File: config.mk
export PLATFORM = sky130hd
export DESIGN_NAME = boq_quant
export DESIGN_NICKNAME = d
export VERILOG_FILES = /design/src/rtl/boq_pkg.sv /design/src/rtl/boq_quant.sv
export SDC_FILE = /design/constraint.sdc
export NUM_CORES = 1
export LEC_CHECK = 0
export BUFFER_PORTS_ARGS = -buffer_cell sky130_fd_sc_hd__buf_2
export CORE_AREA = 8 8 56 58
export DETAILED_ROUTE_END_ITERATION = 10
export DIE_AREA = 0 0 64 66
export PLACE_DENSITY = 0.77
export SYNTH_ARGS = -nofsm -noshare
export SYNTH_HDL_FRONTEND = slang
export SYNTH_SLANG_ARGS = --single-unit
File: constraint.sdc
create_clock -name vclk -period 2.78
set_clock_uncertainty 0.15 [all_clocks]
set_input_delay 0.278 -clock vclk [all_inputs]
set_output_delay 0.278 -clock vclk [all_outputs]
set_load 0.1 [all_outputs]
File: src/rtl/boq_pkg.sv
`timescale 1ns / 1ps
// shared types and constants for the box overlap table query block
// no dependencies
package boq_pkg;

   localparam int IDX_W   = 6;
   localparam int CNT_W   = 7;
   localparam int COORD_W = 16;
   localparam int RAW_W   = 32;
   localparam int AXES    = 3;
   localparam int NCOORD  = 2 * AXES;
   localparam int QCNT_W  = 3;
   localparam int BOX_W   = NCOORD * COORD_W;

   localparam logic signed [COORD_W-1:0] Q_LOW  = -16'sd32768;
   localparam logic signed [COORD_W-1:0] Q_HIGH = 16'sd32767;

   localparam logic [QCNT_W-1:0] QCNT_LAST = 3'd5;
   localparam logic [QCNT_W-1:0] QCNT_MAX0 = 3'd3;

   typedef enum logic [1:0] {
      OP_SET       = 2'd0,
      OP_CLEAR     = 2'd1,
      OP_CLEAR_ALL = 2'd2,
      OP_QUERY     = 2'd3
   } boq_op_type;

   typedef enum logic [2:0] {
      ST_IDLE,
      ST_QUANT,
      ST_WRITE,
      ST_SCAN,
      ST_FINISH
   } boq_state_type;

endpackage

File: src/rtl/boq_quant.sv
`timescale 1ns / 1ps
// shared quantizer: q23.8 to 16-bit integer, floor or ceil, saturated
// depends on boq_pkg
module boq_quant #(
   parameter int FRAC_BITS = 8
) (
   input  logic signed [boq_pkg::RAW_W-1:0]   raw,
   input  logic                               round_up,
   output logic signed [boq_pkg::COORD_W-1:0] q
);
   import boq_pkg::*;

   localparam logic signed [RAW_W:0] BIAS   = (33'sd1 <<< FRAC_BITS) - 33'sd1;
   localparam logic signed [RAW_W:0] LO_EXT = -33'sd32768;
   localparam logic signed [RAW_W:0] HI_EXT = 33'sd32767;

   logic signed [RAW_W:0] ext;
   logic signed [RAW_W:0] biased;
   logic signed [RAW_W:0] shifted;

   always_comb begin
      ext     = {raw[RAW_W-1], raw};
      biased  = ext + (round_up ? BIAS : '0);
      shifted = biased >>> FRAC_BITS;
      priority if (shifted < LO_EXT) begin
         q = Q_LOW;
      end else if (shifted > HI_EXT) begin
         q = Q_HIGH;
      end else begin
         q = shifted[COORD_W-1:0];
      end
   end

endmodule

; ---- Word level (Yosys, flattened, before mapping)
; Cells that the tools add are included.
[classes]
mux = 3
add_sub_neg = 1
n_lt_le_gt_ge = 2
[ops]
columns = cell, count
row1 = $add A32 B9 Y33, 1
row2 = $mux W16, 2
row3 = $gt A25 B16 Y1 const B, 1
row4 = $lt A25 B16 Y1 const B, 1
row5 = $mux W8, 1
[word_totals]
word_cells = 6
ff_bits = 0
input_bits = 33
out_inout_bits = 16

; ---- Logic depth before layout (Yosys ltp)
[logic_depth]
word_depth = 5
ltp_mapped = 9
depth_no_buf = 8

; ---- Worst setup path before layout
; OpenSTA, ideal clock, no wires.
[synth_path]
path_kind = input -> output
startpoint = in raw[4] (netlist name)
endpoint = out q[4] (netlist name)
path_buffers = 1
path_stages = 9
t_required_ns = 2.352
arrival_ns = 3.579
path_slack_ns = -1.227
cell_sequence = ha_1 -> a21oi_1 -> o221ai_1 -> o221ai_1 -> and4b_1 -> o31ai_1 -> o41ai_4 -> buf_6 -> a21oi_1
[synth_via]
elab_chain_len = 4
word_cells_on_any_way = 5
classes_between = add/sub (1) / order compare (2) / mux (2)
[synth_lines]
columns = element, line_no
row1 = from (decl), boq_quant.sv:7  ; input logic signed [boq_pkg::RAW_W-1:0] raw,
row2 = $add A32 B9 Y33 (*), boq_quant.sv:23  ; biased = ext + (round_up ? BIAS : '0);
row3 = $gt A25 B16 Y1, boq_quant.sv:27  ; end else if (shifted > HI_EXT) begin
row4 = $mux W16, boq_quant.sv:27
row5 = $mux W16 (*), boq_quant.sv:25  ; priority if (shifted < LO_EXT) begin
row6 = to (decl), boq_quant.sv:9  ; output logic signed [boq_pkg::COORD_W-1:0] q
; Mark *: on every way between the ends. The rest lies on a longest branch, timed or not.

; ---- Worst setup path in the final report
[layout_path]
startpoint = in raw[2] (netlist name)
endpoint = out q[0] (netlist name)
; The elaborated chain is that of the path after synthesis.

==> run metrics <==
fraction of final layout cells sized beyond drive strength 1=0.643; DRC viols=0; Total Routing Usage GR=0.249; pin count of the biggest net entering global routing=16; Crit path required time=2350 ps; number of warning messages in the yosys log=0; final number of setup-violating endpoints=15; Max Clk Rate=roughly 0.3 GHz; critical path, cell by cell=buf_2 -> ha_4 -> buf_4 -> o21ai_1 -> nand2_1 -> a31oi_4 -> o31a_2 -> o22ai_2 -> o41ai_4 -> buf_6 -> a21oi_4 -> buf_12; critical path arrival=a little under 3000 ps; final cell count without fillers=252; number of nets with antenna violations after routing=0; biggest area consumer among synthesized cells=xor2_1; final core occ=0.955; cell with the biggest individual delay on the critical path=o41ai_4; sequential cell area in the final layout=0 um2; count of buffers inserted at the top-level ports=49; cell area power density=between 200 and 250 mW/mm2; chip height=about 66 um; vias per inst=a little over 7; wire length after detailed routing=about 7000 um; endpoints failing hold=0; worst IR drop on VDD=between 0.0002 and 0.0003 V; HPWL Detailed=~3500 um; Worst Setup Start Kind=primary input; initial antenna violation count=1; Design Area, Final=about 0.0022 mm2; initial DRC count=between 200 and 300; fin crit share=1.19; type of the most critical hold path=primary input to output port; drt first pass iters=5; number of filler cells placed in the layout=56; relative max-transition margin=0.682; Die ar.=approximately 0.0042 mm2; die width=64 um; row count=18; placeable core region=0.00232 mm2; Cell variety after synth=around 40; Seq/Total Area, Yosys=0; critical path start-end classification=primary input to output port; wire per inst=27.0 um; crit-path leading delay family=compound AO/OA/AOI/OAI gates; Final Worst Setup Slack=-537 ps; CP bufs+invs=4; vias in the first global route=1,732; hold buffer count at CTS=0; leakage power=roughly 0.84 nW; transition time of the tightest slew-check pin=between 400 and 500 ps; unrepaired setup endpoints after global routing=yes; Area Growth Syn to Fin=128%; sum of overflow across all layers after global routing=0; Min Clock Period, post-route=~3300 ps; CLK BUF=0; post-synth top area share=0.117; outcome=finished with violations; area of the mapped netlist=971 um2; CP peak stage delay=510 ps; post-layout net count=between 200 and 300; number of sequential cells in the layout=0; kind of capture point of the worst setup path=output port; Placement Cell Area=just over 0.002 mm2; number of max-cap violations=0; syn_area_per_cell=between 6 and 7 um2; worst slack at placement=-364 ps; first-pass GRT wire length=about 8600 um; I/O pin count=roughly 50; overall power after layout=0.000514 W; total number of vias=around 1,800; routability cong.=roughly 0.88; Synth Net Count=approximately 180; Placed Cells=between 200 and 250; max-slew violation total from the final report=0; violated checks=setup timing; Post-Syn Instances=roughly 140; biggest fanout along the worst timing path=8; ranking of synthesized cells by area=xor2_1, a21oi_2, ha_1; Initial Utilization=0.419
## routing by layer
layer | up-vias | track usage | share of wire
met5 | - | 0 | 0
met4 | 0 | 0.128 | 0.090
met3 | 66 | 0.0407 | 0.089
met2 | 178 | 0.468 | 0.48
met1 | 822 | 0.259 | 0.34
li1 | 708 | - | -
## metrics by stage
stage               TNS, ps  hold WS (ps)
finish                -7440          1000
global route          -8470          1030
CTS                   -3160           971
detailed placement    -5110           938
global placement      -3710           938
floorplan             -3960           743
## cells in the final DEF (no fill, tap or decap), types with 5 or more instances in the layout
cell type,count
nor3_1,5
buf_4,32
ha_4,7
a21oi_4,17
nand3_1,8
nand2_1,12
buf_12,18
nor2_1,12
nand4_1,6
xor2_1,12
buf_2,32
## what timing repair did
item                                    CTS  global route
buffers inserted                          2             3
gates cloned                              1             0
pin swaps                                14            12
resized for setup                         8            10
endpoints found under the setup margin   15            15
## area by class of cell
| type | instances | area (um2) | share of cell area |
|---|---|---|---|
| Timing Repair Buffer | 85 | 808 | 0.365 |
| Inverter | 3 | 11.3 | 0.00508 |
| Multi-Input combinational cell | 133 | 1360 | 0.612 |
| Antenna cell | 1 | 2.50 | 0.00113 |
| Tap cell | 30 | 37.5 | 0.0169 |
## cells by family after synthesis
group           Yosys count  synth area share
mux                       1            0.0116
buf+inv                   6            0.0399
fa+ha+maj                 7            0.0902
xor+xnor                 16             0.144
simple gates             61             0.331
compound gates           48             0.383
## power breakdown
part,leakage [nW],internal (W),switching [W],total [W]
Clock,0.00000634,0.0000000000482,0,0.0000000000482
Sequential,0,0,0,0
Combinational,0.841,0.000199,0.000315,0.000514
## synth_stat cells (all sizes together) (3+ instances only)
master,n
xor2,13
ha,7
a211oi,3
xnor2,3
inv,3
nand3,8
o31a,3
o21ai,6
a21oi,22
buf,3
nand2,15
nand4,7
nor3,6
nor2,14
## worst paths after layout
path / startpoint / endpoint / slack, ps / cells after the start
hold / removal: raw[22] / q[14] / 1000 / 4
setup / recovery: raw[2] / q[0] / -540 / 12
Power figures use the tool's default switching activity.
